`src/pal_pkg.sv`:
```
`default_nettype none

package pal_pkg;

    localparam int DEPTH  = 16;
    localparam int DATA_W = 32;
    localparam int ADDR_W = $clog2(DEPTH);
    localparam int CNT_W  = 5;
    localparam int POS_W  = 4;
    localparam int CMD_W  = 2;
    localparam int STAT_W = 2;
    localparam int CAP_W  = 5;
    localparam int APB_AW = 3;
    localparam int APB_DW = 32;

    localparam logic [CAP_W-1:0] CAP_RESET = CAP_W'(16);

    typedef enum logic [CMD_W-1:0] {
        CMD_INSERT = 2'd0,
        CMD_DELETE = 2'd1,
        CMD_GET    = 2'd2,
        CMD_CLEAR  = 2'd3
    } cmd_t;

    typedef enum logic [STAT_W-1:0] {
        ST_OK    = 2'd0,
        ST_FULL  = 2'd1,
        ST_RANGE = 2'd2
    } status_t;

    localparam logic [0:0] REG_CAPACITY = 1'b0;

    typedef struct packed {
        logic              we;
        logic [ADDR_W-1:0] waddr;
        logic [DATA_W-1:0] wdata;
        logic              re;
        logic [ADDR_W-1:0] raddr;
    } ram_req_t;

endpackage

`default_nettype wire

```
`src/pal_ram.sv`:
```
`default_nettype none

module pal_ram #(
    parameter int DEPTH = 16,
    parameter int WIDTH = 32
) (
    input  wire logic                     clk,
    input  wire logic                     we,
    input  wire logic [$clog2(DEPTH)-1:0] waddr,
    input  wire logic [WIDTH-1:0]         wdata,
    input  wire logic                     re,
    input  wire logic [$clog2(DEPTH)-1:0] raddr,
    output logic      [WIDTH-1:0]         rdata
);

    logic [WIDTH-1:0] mem [DEPTH];

    always_ff @(posedge clk)
    begin
        if (we)
        begin
            mem[waddr] <= wdata;
        end
    end

    always_ff @(posedge clk)
    begin
        if (re)
        begin
            rdata <= mem[raddr];
        end
    end

endmodule

`default_nettype wire

```
`src/pal_ctrl.sv`:
```
`default_nettype none

module pal_ctrl (
    input  wire logic                         clk,
    input  wire logic                         rst_n,
    input  wire logic [pal_pkg::CAP_W-1:0]    capacity,
    input  wire logic                         in_valid,
    output logic                              in_stall,
    input  wire logic [pal_pkg::CMD_W-1:0]    cmd,
    input  wire logic [pal_pkg::POS_W-1:0]    position,
    input  wire logic [pal_pkg::DATA_W-1:0]   value,
    output logic                              out_valid,
    input  wire logic                         out_stall,
    output logic [pal_pkg::STAT_W-1:0]        status,
    output logic [pal_pkg::DATA_W-1:0]        data_out,
    output logic [pal_pkg::CNT_W-1:0]         entry_count,
    output pal_pkg::ram_req_t                 ram_req,
    input  wire logic [pal_pkg::DATA_W-1:0]   ram_rdata
);

    typedef enum logic [3:0] {
        S_IDLE,
        S_INS_RD,
        S_INS_WR,
        S_RD0,
        S_CAP,
        S_DEL_RD,
        S_DEL_WR,
        S_DONE
    } state_t;

    state_t                       state_reg;
    pal_pkg::cmd_t                cmd_reg;
    logic [pal_pkg::CNT_W-1:0]    pos_reg;
    logic [pal_pkg::DATA_W-1:0]   val_reg;
    logic [pal_pkg::CNT_W-1:0]    idx_reg;
    logic [pal_pkg::CNT_W-1:0]    count_reg;
    pal_pkg::status_t             stat_reg;
    logic [pal_pkg::DATA_W-1:0]   data_reg;
    logic                         out_valid_reg;
    logic [pal_pkg::STAT_W-1:0]   status_reg;
    logic [pal_pkg::DATA_W-1:0]   data_out_reg;
    logic [pal_pkg::CNT_W-1:0]    entry_count_reg;

    logic [pal_pkg::CNT_W-1:0]    eff_cap;
    logic [pal_pkg::CNT_W-1:0]    in_pos;
    logic [pal_pkg::CNT_W-1:0]    idx_dec;
    logic [pal_pkg::CNT_W-1:0]    pos_inc;

    assign eff_cap = (capacity > pal_pkg::CAP_W'(pal_pkg::DEPTH))
                     ? pal_pkg::CNT_W'(pal_pkg::DEPTH) : pal_pkg::CNT_W'(capacity);
    assign in_pos  = pal_pkg::CNT_W'(position);
    assign idx_dec = idx_reg - pal_pkg::CNT_W'(1);
    assign pos_inc = pos_reg + pal_pkg::CNT_W'(1);

    assign in_stall    = (state_reg != S_IDLE);
    assign out_valid   = out_valid_reg;
    assign status      = status_reg;
    assign data_out    = data_out_reg;
    assign entry_count = entry_count_reg;

    // one RAM port pair; each entry move is a read then a write
    always_comb
    begin
        ram_req = '0;
        case (state_reg)
            S_INS_RD:
            begin
                if (idx_reg > pos_reg)
                begin
                    ram_req.re    = 1'b1;
                    ram_req.raddr = idx_dec[pal_pkg::ADDR_W-1:0];
                end
                else
                begin
                    ram_req.we    = 1'b1;
                    ram_req.waddr = pos_reg[pal_pkg::ADDR_W-1:0];
                    ram_req.wdata = val_reg;
                end
            end
            S_INS_WR:
            begin
                ram_req.we    = 1'b1;
                ram_req.waddr = idx_reg[pal_pkg::ADDR_W-1:0];
                ram_req.wdata = ram_rdata;
            end
            S_RD0:
            begin
                ram_req.re    = 1'b1;
                ram_req.raddr = pos_reg[pal_pkg::ADDR_W-1:0];
            end
            S_DEL_RD:
            begin
                if (idx_reg < count_reg)
                begin
                    ram_req.re    = 1'b1;
                    ram_req.raddr = idx_reg[pal_pkg::ADDR_W-1:0];
                end
            end
            S_DEL_WR:
            begin
                ram_req.we    = 1'b1;
                ram_req.waddr = idx_dec[pal_pkg::ADDR_W-1:0];
                ram_req.wdata = ram_rdata;
            end
            default:
            begin
                ram_req = '0;
            end
        endcase
    end

    always_ff @(posedge clk or negedge rst_n)
    begin
        if (!rst_n)
        begin
            state_reg       <= S_IDLE;
            cmd_reg         <= pal_pkg::CMD_INSERT;
            pos_reg         <= '0;
            val_reg         <= '0;
            idx_reg         <= '0;
            count_reg       <= '0;
            stat_reg        <= pal_pkg::ST_OK;
            data_reg        <= '0;
            out_valid_reg   <= 1'b0;
            status_reg      <= '0;
            data_out_reg    <= '0;
            entry_count_reg <= '0;
        end
        else
        begin
            if (out_valid_reg && !out_stall && state_reg != S_DONE)
            begin
                out_valid_reg <= 1'b0;
            end
            case (state_reg)
                S_IDLE:
                begin
                    if (in_valid)
                    begin
                        cmd_reg  <= pal_pkg::cmd_t'(cmd);
                        val_reg  <= value;
                        data_reg <= '0;
                        case (pal_pkg::cmd_t'(cmd))
                            pal_pkg::CMD_INSERT:
                            begin
                                if (count_reg >= eff_cap)
                                begin
                                    stat_reg  <= pal_pkg::ST_FULL;
                                    pos_reg   <= in_pos;
                                    state_reg <= S_DONE;
                                end
                                else
                                begin
                                    stat_reg  <= pal_pkg::ST_OK;
                                    pos_reg   <= (in_pos > count_reg) ? count_reg : in_pos;
                                    idx_reg   <= count_reg;
                                    state_reg <= S_INS_RD;
                                end
                            end
                            pal_pkg::CMD_DELETE, pal_pkg::CMD_GET:
                            begin
                                pos_reg <= in_pos;
                                if (in_pos >= count_reg ||
                                    in_pos >= pal_pkg::CNT_W'(pal_pkg::DEPTH))
                                begin
                                    stat_reg  <= pal_pkg::ST_RANGE;
                                    state_reg <= S_DONE;
                                end
                                else
                                begin
                                    stat_reg  <= pal_pkg::ST_OK;
                                    state_reg <= S_RD0;
                                end
                            end
                            default:
                            begin
                                stat_reg  <= pal_pkg::ST_OK;
                                pos_reg   <= in_pos;
                                count_reg <= '0;
                                state_reg <= S_DONE;
                            end
                        endcase
                    end
                end
                S_INS_RD:
                begin
                    if (idx_reg > pos_reg)
                    begin
                        state_reg <= S_INS_WR;
                    end
                    else
                    begin
                        count_reg <= count_reg + pal_pkg::CNT_W'(1);
                        state_reg <= S_DONE;
                    end
                end
                S_INS_WR:
                begin
                    idx_reg   <= idx_dec;
                    state_reg <= S_INS_RD;
                end
                S_RD0:
                begin
                    state_reg <= S_CAP;
                end
                S_CAP:
                begin
                    data_reg <= ram_rdata;
                    idx_reg  <= pos_inc;
                    if (cmd_reg == pal_pkg::CMD_GET)
                    begin
                        state_reg <= S_DONE;
                    end
                    else
                    begin
                        state_reg <= S_DEL_RD;
                    end
                end
                S_DEL_RD:
                begin
                    if (idx_reg < count_reg)
                    begin
                        state_reg <= S_DEL_WR;
                    end
                    else
                    begin
                        count_reg <= count_reg - pal_pkg::CNT_W'(1);
                        state_reg <= S_DONE;
                    end
                end
                S_DEL_WR:
                begin
                    idx_reg   <= idx_reg + pal_pkg::CNT_W'(1);
                    state_reg <= S_DEL_RD;
                end
                S_DONE:
                begin
                    if (!out_valid_reg || !out_stall)
                    begin
                        out_valid_reg   <= 1'b1;
                        status_reg      <= stat_reg;
                        data_out_reg    <= data_reg;
                        entry_count_reg <= count_reg;
                        state_reg       <= S_IDLE;
                    end
                end
                default:
                begin
                    state_reg <= S_IDLE;
                end
            endcase
        end
    end

endmodule

`default_nettype wire

```
`src/positional_array_list_unit.sv`:
```
`default_nettype none

// Ordered list of up to list_capacity words held in a single-port-pair RAM
// (one write, one registered read per cycle). Requests are taken one at a
// time; a request may be taken while the previous result still waits in the
// output register. An insert at position p, clamped to the entry count,
// moves count - p entries up; a delete at position p moves count - p - 1
// entries down. Each entry moved takes a RAM read then its write-back.
// No clearing pass after reset. Capacity lives at byte address 0 (APB).

module positional_array_list_unit (
    input  wire logic                          clk,
    input  wire logic                          rst_n,
    input  wire logic                          in_valid,
    output logic                               in_stall,
    input  wire logic [pal_pkg::CMD_W-1:0]     cmd,
    input  wire logic [pal_pkg::POS_W-1:0]     position,
    input  wire logic [pal_pkg::DATA_W-1:0]    value,
    output logic                               out_valid,
    input  wire logic                          out_stall,
    output logic [pal_pkg::STAT_W-1:0]         status,
    output logic [pal_pkg::DATA_W-1:0]         data_out,
    output logic [pal_pkg::CNT_W-1:0]          entry_count,
    input  wire logic                          psel,
    input  wire logic                          penable,
    input  wire logic                          pwrite,
    input  wire logic [pal_pkg::APB_AW-1:0]    paddr,
    input  wire logic [pal_pkg::APB_DW-1:0]    pwdata,
    output logic [pal_pkg::APB_DW-1:0]         prdata,
    output logic                               pready
);

    logic [pal_pkg::CAP_W-1:0]  cap_reg;
    logic [pal_pkg::DATA_W-1:0] ram_rdata;
    pal_pkg::ram_req_t          ram_req;

    assign pready = 1'b1;
    assign prdata = (paddr[2] == pal_pkg::REG_CAPACITY)
                    ? pal_pkg::APB_DW'(cap_reg) : '0;

    always_ff @(posedge clk or negedge rst_n)
    begin
        if (!rst_n)
        begin
            cap_reg <= pal_pkg::CAP_RESET;
        end
        else if (psel && penable && pwrite && paddr[2] == pal_pkg::REG_CAPACITY)
        begin
            cap_reg <= pwdata[pal_pkg::CAP_W-1:0];
        end
    end

    pal_ctrl u_ctrl (
        .clk         (clk),
        .rst_n       (rst_n),
        .capacity    (cap_reg),
        .in_valid    (in_valid),
        .in_stall    (in_stall),
        .cmd         (cmd),
        .position    (position),
        .value       (value),
        .out_valid   (out_valid),
        .out_stall   (out_stall),
        .status      (status),
        .data_out    (data_out),
        .entry_count (entry_count),
        .ram_req     (ram_req),
        .ram_rdata   (ram_rdata)
    );

    pal_ram #(
        .DEPTH (pal_pkg::DEPTH),
        .WIDTH (pal_pkg::DATA_W)
    ) u_ram (
        .clk   (clk),
        .we    (ram_req.we),
        .waddr (ram_req.waddr),
        .wdata (ram_req.wdata),
        .re    (ram_req.re),
        .raddr (ram_req.raddr),
        .rdata (ram_rdata)
    );

endmodule

`default_nettype wire

```
`config.mk`:
```
export PLATFORM = sky130hd
export DESIGN_NAME = positional_array_list_unit
export DESIGN_NICKNAME = d
export VERILOG_FILES = /design/src/pal_pkg.sv /design/src/pal_ram.sv /design/src/pal_ctrl.sv /design/src/positional_array_list_unit.sv
export SDC_FILE = /design/constraint.sdc
export NUM_CORES = 1
export LEC_CHECK = 0
export BUFFER_PORTS_ARGS = -buffer_cell sky130_fd_sc_hd__buf_4
export CELL_PAD_IN_SITES_DETAIL_PLACEMENT = 1
export CELL_PAD_IN_SITES_GLOBAL_PLACEMENT = 2
export CORE_MARGIN = 2
export CORE_UTILIZATION = 35
export DETAILED_ROUTE_END_ITERATION = 12
export PLACE_DENSITY_LB_ADDON = 0.15
export SETUP_SLACK_MARGIN = 0.02
export SYNTH_ARGS = -nofsm -noshare
export SYNTH_HDL_FRONTEND = slang
export SYNTH_SLANG_ARGS = --single-unit
```
`constraint.sdc`:
```
create_clock -name clk -period 6.9 [get_ports clk]
set_input_delay 2.07 -clock clk [delete_from_list [all_inputs] [get_ports clk]]
set_output_delay 2.07 -clock clk [all_outputs]
set_load 0.02 [all_outputs]
```
* Word-level counts from Yosys, hierarchy flattened
Memories as Yosys holds them, arrays and structs flattened. A register that Yosys moved wholly into a read port is not among the register bits.
Index checks and enable logic that the tools add are counted.
** Word-level totals
- Flip-flop bits (word level) :: 132
- RAM bits :: 512
- Output and inout port bits :: 74
- Memories :: 1
** Operators by class
- Add/sub/neg operators :: 5
- Magnitude comparators :: 7
- Eq/ne operators :: 18
- Mux-type cells :: 38
- Bitwise gates (word level) :: 1
- Reduce and logical (&&, ||, !) cells :: 23
** Memory list
- u_ram.mem :: words 16, width 32, read ports 1, clocked after Yosys merged registers in 1, wr ports 1, RTL line pal_ram.sv:16 : logic [WIDTH-1:0] mem [DEPTH];
** Operator list (count)
- 37-bit one-hot mux with 3 select lines :: 1
- 5-bit two-way mux :: 14
- 32-bit one-hot mux with 2 select lines :: 1
- 37-bit two-way mux :: 1
- 32-bit two-way mux :: 1
- 4-bit one-hot mux with 8 select lines :: 1
- 5-bit one-hot mux with 3 select lines :: 2
- 5-bit one-hot mux with 4 select lines :: 1
- 4-bit by 3-bit equality test with 1-bit output, second input constant :: 4
- 5-bit by 1-bit adder with 5-bit output, second input constant :: 3
- 2-bit != test, second input constant :: 6
- 5-bit by 1-bit subtractor with 5-bit output, second input constant :: 2
- 3-bit two-way mux :: 3
- 4-bit by 2-bit equality test with 1-bit output, second input constant :: 2
- 4-bit two-way mux :: 2
- 4-bit one-hot mux with 2 select lines :: 1
- 2-bit AND reduction :: 4
- 4-bit nonzero test :: 2
- 1-bit two-way mux :: 7
- 4-bit by 5-bit greater-or-equal comparator with 1-bit output :: 1
- 4-bit by 5-bit greater-or-equal comparator with 1-bit output, second input constant :: 1
- 5-bit greater-or-equal comparator :: 1
- 4-bit by 5-bit greater-than comparator with 1-bit output :: 1
- 5-bit greater-than comparator :: 1
- 21 further kinds :: 29

* Longest topological paths before layout
Gate-level depths: netlist of the first run.
- Depth after elaboration :: 7
- Gate-level depth with buffers :: 13
- Depth with buffers taken out :: 11

* Modules after synthesis
Synthesis of the first run repeated with hierarchy kept, for this count alone.
** Second synthesis, totals
- Cell total of the unflattened synthesis :: 1577
- Area total of the unflattened synthesis :: 27259.9 um2
** By module, submodules not included
- pal_ram :: times used 1, cells each 838, area an instance 20155.6 um2, sequential area each 16335.7 um2
- pal_ctrl :: times used 1, cells each 693, area an instance 6636.4 um2, sequential area each 3153.0 um2
- positional_array_list_unit :: times used 1, cells each 46, area an instance 467.9 um2, sequential area each 126.4 um2

* Worst setup path after synthesis of the first run
Ideal clock, no wire load.
- Kind :: reg2reg
- Start :: reg u_ctrl.pos_reg[3] in the netlist's numbering
- End :: mem u_ram.mem[8][0], enable pin
- Setup time :: 0.501 ns
- Data arrival time :: 4.998 ns
- Data required time :: 6.399 ns
- Slack :: 1.401 ns
- Stages on the path, launching flop included :: 10
- Clock period less this slack :: 5.499 ns
- Cells stage by stage :: dfrtp_1 > inv_1 > ha_1 > and3_1 > o21ai_1 > nand2_1 > a21oi_1 > a22oi_1 > nand2b_1 > nor4_1
** On the way
- Longest elaborated chain between the ends :: 5
** Ends and longest elaborated chain
- start, declared :: RTL line pal_ctrl.sv:34 : logic [pal_pkg::CNT_W-1:0] pos_reg;
- start signal, assigned :: RTL line pal_ctrl.sv:150 : pos_reg <= in_pos;
- start signal, assigned :: RTL line pal_ctrl.sv:156 : pos_reg <= (in_pos > count_reg) ? count_reg : in_pos;
- start signal, assigned :: RTL line pal_ctrl.sv:163 : pos_reg <= in_pos;
- 5-bit greater-than comparator :: RTL line pal_ctrl.sv:69 : if (idx_reg > pos_reg)
- 37-bit two-way mux (*) :: RTL line pal_ctrl.sv:69
- 37-bit one-hot mux with 3 select lines (*) :: RTL line pal_ctrl.sv:66 : case (state_reg)
- 1-bit two-way mux :: RTL line pal_ram.sv:20 : if (we)
- 1-bit two-way mux (implied by the code) :: RTL line pal_ram.sv:22 : mem[waddr] <= wdata;
- end, declared :: RTL line pal_ram.sv:16
Mark *: on every way between the ends. The rest lies on a longest branch, timed or not.

* Worst setup path in the final report of the first run
- Start :: reg u_ctrl.idx_reg[2] in the netlist's numbering
- End :: mem u_ram.mem[4][27], enable pin
** On the way
- Longest elaborated chain between the ends :: 5
- Elaborated cells between the ends (all ways) :: 6
** Ends and longest elaborated chain
- start, declared :: RTL line pal_ctrl.sv:36 : logic [pal_pkg::CNT_W-1:0] idx_reg;
- start signal, assigned :: RTL line pal_ctrl.sv:157 : idx_reg <= count_reg;
- start signal, assigned :: RTL line pal_ctrl.sv:200 : idx_reg <= idx_dec;
- start signal, assigned :: RTL line pal_ctrl.sv:210 : idx_reg <= pos_inc;
- 5-bit greater-than comparator :: RTL line pal_ctrl.sv:69
- 37-bit two-way mux :: RTL line pal_ctrl.sv:69
- 37-bit one-hot mux with 3 select lines (*) :: RTL line pal_ctrl.sv:66
- 1-bit two-way mux :: RTL line pal_ram.sv:20
- 1-bit two-way mux (implied by the code) :: RTL line pal_ram.sv:22
Marks and branches as above.

==> results of run 1 <==
-- stage by stage --
stage	power, mW	hold WS, ps	worst slack, ps	cell area [um2]
floorplan	10.7	441	1400	28000
global placement	13.1	467	1810	29800
detailed placement	13.2	467	1770	29800
CTS	17.2	462	1720	32300
global route	18.0	513	1440	32300
finish	17.1	474	1690	32300
-- path summary, 6_finish.rpt --
kind | endpoint | slack, ps
max in group asynchronous | u_ctrl.val_reg[13] | 4140
worst max register to register | u_ram.mem[4][27] | 1690
min in group asynchronous | cap_reg[3] | 1530
worst max-delay path | u_ram.mem[4][27] | 1690
worst min-delay path | u_ctrl.stat_reg[1] | 470
worst min register to register | u_ctrl.stat_reg[1] | 470
-- Yosys cell counts, types with 3 or more instances --
| library cell | number |
|---|---|
| buf_1 | 14 |
| ha_1 | 25 |
| xnor2_1 | 9 |
| buf_4 | 32 |
| buf_2 | 22 |
| o21ai_0 | 23 |
| o22ai_1 | 5 |
| nand2_1 | 319 |
| nor3_1 | 8 |
| nand3_1 | 39 |
| o31ai_1 | 4 |
| nor2_1 | 35 |
| a22oi_1 | 4 |
| mux2_2 | 43 |
| a21o_1 | 9 |
| o211ai_1 | 8 |
| a21oi_1 | 142 |
| nor2b_1 | 11 |
| mux2i_1 | 104 |
| edfxtp_1 | 544 |
| a31oi_1 | 5 |
| a211o_1 | 34 |
| a22o_1 | 94 |
| clkbuf_1 | 80 |
| or3_1 | 5 |
| a221o_1 | 32 |
| nand4_1 | 5 |
| nand2b_1 | 9 |
| a222oi_1 | 31 |
| and2_1 | 35 |
| buf_6 | 7 |
| a221oi_1 | 31 |
| xor2_1 | 3 |
| and3_1 | 3 |
| inv_1 | 27 |
| dfrtp_1 | 130 |
-- layer usage --
metal / up-vias / global-route usage [%] / part of all wire (%) / wire length [um]
met5: - / 0 / 0 / 0
met4: 0 / 5.08 / 2.0 / 1670
met3: 100 / 2.21 / 4.1 / 3330
met2: 387 / 32.8 / 47 / 38700
met1: 9046 / 28.6 / 47 / 38300
li1: 7672 / - / - / -
-- area by class of cell --
type                    count  share of cell area, %
diodes                      2                 0.0155
clock buffers             107                   6.61
clock inverters            29                  0.915
inverters                  27                  0.314
multi-input cells        1143                   24.0
flip-flops and latches    675                   60.8
well taps                1050                   4.07
repair buffers            139                   3.32
-- power by group through the flow --
| stage | registers, mW | clock network (mW) | logic (mW) |
|---|---|---|---|
| 2_1_floorplan | 6.34 | 0 | 4.36 |
| 3_3_place_gp | 6.50 | 0 | 6.57 |
| 3_5_place_dp | 6.52 | 0 | 6.67 |
| 4_1_cts | 6.45 | 4.10 | 6.69 |
| 5_1_grt | 6.53 | 4.25 | 7.26 |
| 6_report | 6.44 | 3.99 | 6.62 |
-- cells by family (layout without fill, tap and decap cells) --
logic type      after synthesis  after routing  synth area share (%)
flops                       675            675                  70.2
simple gates                482            482                  7.51
compound gates              448            448                  11.9
buf+inv                     184            302                  3.30
mux                         147            147                  5.46
fa+ha+maj                    26             26                  1.19
xor+xnor                     12             12                 0.376
other cells                   2             30                0.0269
-- critical path, cell delays in order, from the launching register on --
cell      delay [ps]
dfrtp_1          630
ha_1             330
and3_1           150
o21ai_1          440
nand2_1          200
a21oi_4          970
a22oi_1          330
nand2b_1         410
nor2_4           910
buf_4            450
==> impl_metrics.ini, run 1 <==
[floorplanning]
core_area_um2 = 79000
ioPinCount = 154
rows = 103
die_height_um = 287
dieWidth_um = 287
die_area_um2 = 82100
initial_core_util_pct = 35.4

[clock_network]
path_clk_slew_ps = 60
root_buffer = clkbuf_16
cts_buffer_depth = 3
clk_latency_ps = 620
cts_resized = 0
post-cts-setup-buffer-count = 0
h-tree-depth = 3
cts_tree = built
numCtsBuffers = 76
cts_hold_buffers = 0
cts_sinks = 675

[global_routing]
antenna_found_initial = 0
grt_pass1_wl_mm = 122
globalRouteOverflowTotal = 0
grt_pass1_vias = 17800
grt_use_total_pct = 20.1
grt_start_max_net_pins = 107

[layout]
area_growth_syn_to_layout_pct = 15.5
top_register = u_ram.mem
largest_reg_flops = 512
multi_input_area_um2 = 7730
nets = 2168
area.sequential_um2 = 19600
final_cells = 3172
fillers = 8026
final_util_pct = 40.8
layout-drive-gt1-share_pct = 15.6
mostFrequentLayoutCells = edfxtp_1 (544), nand2_1 (318), a21oi_1 (140)
final_common_cell = edfxtp_1

[power_and_ir_drop]
p_clk_share_pct = 23.4
p_sw_mw = 6.51
ir_worst_vdd_v = 0.000447
p_leak_nw = 12.1
swShare_pct = 38.2
power_density_nw_per_um2 = 529
power_frac_comb_pct = 38.8
sequentialPowerShare_pct = 37.8
intPower_mw = 10.5

[sta]
max_slew.worst_pin.slew_ps = 1200
rsz0062_at_grt = false
post-route-period-util_pct = 75.6
slew_headroom_pct = 19.9
skew_ps = 31.0
tns_ps = 0
hold_viol = 0
setup_viol = 0
max_clock_freq_mhz = 192
drv_slew = 0
timing.final.crit_period_ps = 5210

[critical_path]
reg2reg_from = u_ctrl.idx_reg[2]
cp-end-kind = flip-flop
reg2regPathDepth = 9
cp.arrival_ps = 5490
critical_path_class = reg -> reg
start_kind = flip-flop
cp_max_fo = 25
cp.required_ps = 7170
startpoint = u_ctrl.idx_reg[2]

[outcome]
status = finished clean

[placed_design]
gp_congestion = 0.769
port_buffers = 96
dp_cells = 3034
dp_hpwl_mm = 47.0

[yosys]
synth-edff-count = 544
synth_seq_cells = 675
syn_area_um2 = 27900
synth_top_area_share_pct = 58.5
ys.flop_type = edfxtp_1
synth.area.top_cells = edfxtp_1 (58%), dfrtp_1 (12%), nand2_1 (4.3%)
syn-mean-instance-area_um2 = 14.1
yosysTopAreaCell = edfxtp_1
ys_types = 72
ys_seq_area_share_pct = 70.2
synth_cells = 1976
postSynth.asyncResetShare_pct = 19.4
yosys_warnings = 0

[drt]
drt_iter0_markers = 1306
num_vias = 17200
firstDrtPassIters = 7
drt_wl_total_mm = 82.0
wl_per_cell_um = 25.8
antenna_left = 0
via_per_inst = 5.42
route.detailed.drc = 0

[min_path]
worstHoldStart = u_ctrl.stat_reg[1]
worstHoldPathCells = 2
min_path_type = reg -> reg

[job]
maxCapViolations = 0
Power figures use the tool's default switching activity.
==> run 2: changes to the inputs <==
==> constraint.sdc (replaced) <==
create_clock -name clk -period 5 [get_ports clk]
set_input_delay 1.5 -clock clk [delete_from_list [all_inputs] [get_ports clk]]
set_output_delay 1.5 -clock clk [all_outputs]
set_load 0.02 [all_outputs]
==> impl_metrics.ini, run 2 (synthesis results as in run 1) <==
[outcome]
status = finished clean

[layout]
antenna_cells = 0
largest_reg_flops = 512
nets = 2172
final_cells = 3174
area_growth_syn_to_layout_pct = 16.5
top_register = u_ram.mem
final_util_pct = 41.2
layout-drive-gt1-share_pct = 16.0
mostFrequentLayoutCells = edfxtp_1 (544), nand2_1 (318), a21oi_1 (140)
fillers = 7979
final_common_cell = edfxtp_1

[drt]
route.detailed.drc = 0
drt_wl_total_mm = 82.3
antenna_left = 0
drt_iter0_markers = 1139
num_vias = 17300
firstDrtPassIters = 7
wl_per_cell_um = 25.9
via_per_inst = 5.46

[clock_network]
cts_hold_buffers = 0
cts_sinks = 675
cts_buffer_depth = 3
cts_resized = 0
cts_tree = built
clk_latency_ps = 620
post-cts-setup-buffer-count = 0
h-tree-depth = 3
root_buffer = clkbuf_16
path_clk_slew_ps = 60
numCtsBuffers = 76

[global_routing]
globalRouteOverflowTotal = 0
grt_pass1_vias = 18300
grt_pass1_wl_mm = 121
grt_start_max_net_pins = 78
grt_use_total_pct = 20.0
antenna_found_initial = 0

[sta]
setup_viol = 0
skew_ps = 27.3
slew_headroom_pct = 25.7
rsz0062_at_grt = false
post-route-period-util_pct = 84.0
tns_ps = 0
drv_slew = 0
timing.final.crit_period_ps = 4200
hold_viol = 0
fin_ws_ps = 799
max_slew.worst_pin.slew_ps = 1110
max_clock_freq_mhz = 238

[critical_path]
cp-end-kind = flip-flop
cp.required_ps = 5410
cp.arrival_ps = 4610
slowest_stage = buf_4
crit_chain = inv_1 -> ha_1 -> nor4bb_1 -> o2111ai_1 -> a21oi_1 -> or3_4 -> buf_4 -> a21oi_1 -> a22o_1 -> a222oi_1
cp_max_fo = 47
critical_path_class = reg -> reg
slowest_delay_ps = 590
start_kind = flip-flop
reg2regPathDepth = 10
cp_common_cell = a21oi_1

[floorplanning]
dieWidth_um = 287
core_area_um2 = 79000
initial_core_util_pct = 35.4
die_area_um2 = 82100
die_height_um = 287
ioPinCount = 154
rows = 103

[placed_design]
dp_hpwl_mm = 46.2
gp_congestion = 0.772
port_buffers = 96
pre_cts_ws_ps = 820
dp_cells = 3038

[power_and_ir_drop]
p_leak_nw = 12.3
ir_worst_vdd_v = 0.000444
power_density_nw_per_um2 = 728

[job]
maxCapViolations = 0

[min_path]
min_path_type = reg -> reg
worstHoldPathCells = 2
==> run 2: changes by cell type in the layout (fill, tap and decap cells not counted), moves of 2 or more <==
cell,previous run,this run
clkbuf_1,23,18
buf_12,2,22
diode_2,2,0
inv_16,0,2
bufinv_16,6,2
buf_4,136,120
clkbuf_8,5,11
==> run 2: layout make-up <==
class,instances,area [um2],share of cell area (%)
Clock buffer,109,2220,6.82
Clock inverter,27,209,0.642
Inverter,27,101,0.311
Multi-Input combinational cell,1143,7740,23.8
Sequential cell,675,19600,60.3
Tap cell,1050,1310,4.04
Timing Repair Buffer,143,1350,4.15
==> run 2: metal layers <==
metal,vias to the layer above,share of wire (%),GRT usage [%],routed length (um)
met1,9108,45,26.9,37100
met5,-,0,0,0
met3,130,4.4,2.86,3610
met2,412,48,33.5,39400
li1,7671,-,-,-
met4,0,2.6,6.40,2140
==> run 2: worst paths after layout <==
check / start / end / slack [ps]
max: u_ctrl.count_reg[4] / u_ram.rdata[16] / 800
min: u_ctrl.entry_count[4] / u_ctrl.entry_count[4] / 480
max reg2reg: u_ctrl.count_reg[4] / u_ram.rdata[16] / 800
min reg2reg: u_ctrl.entry_count[4] / u_ctrl.entry_count[4] / 480
max in group asynchronous: rst_n / u_ctrl.val_reg[15] / 3220
min in group asynchronous: rst_n / cap_reg[1] / 900
==> run 2: critical path, delay by kind of cell (launching register included) <==
kind,cells,cell delay [ps]
buf+inv,2,770
flops,1,550
compound gates,5,1540
simple gates,2,850
fa+ha+maj,1,240
==> run 2: power by group <==
| group | switching [mW] | internal, mW |
|---|---|---|
| clock | 2.25 | 3.20 |
| sequential | 0.832 | 8.09 |
| combinational | 5.99 | 3.34 |
==> run 2: through the flow <==
| stage | hold WS (ps) | instance area [um2] | total power [mW] |
|---|---|---|---|
| finish | 483 | 32600 | 23.7 |
| global route | 513 | 32600 | 25.0 |
| CTS | 485 | 32600 | 24.0 |
| detailed placement | 471 | 30100 | 18.5 |
| global placement | 466 | 30100 | 18.2 |
| floorplan | 441 | 28100 | 14.8 |
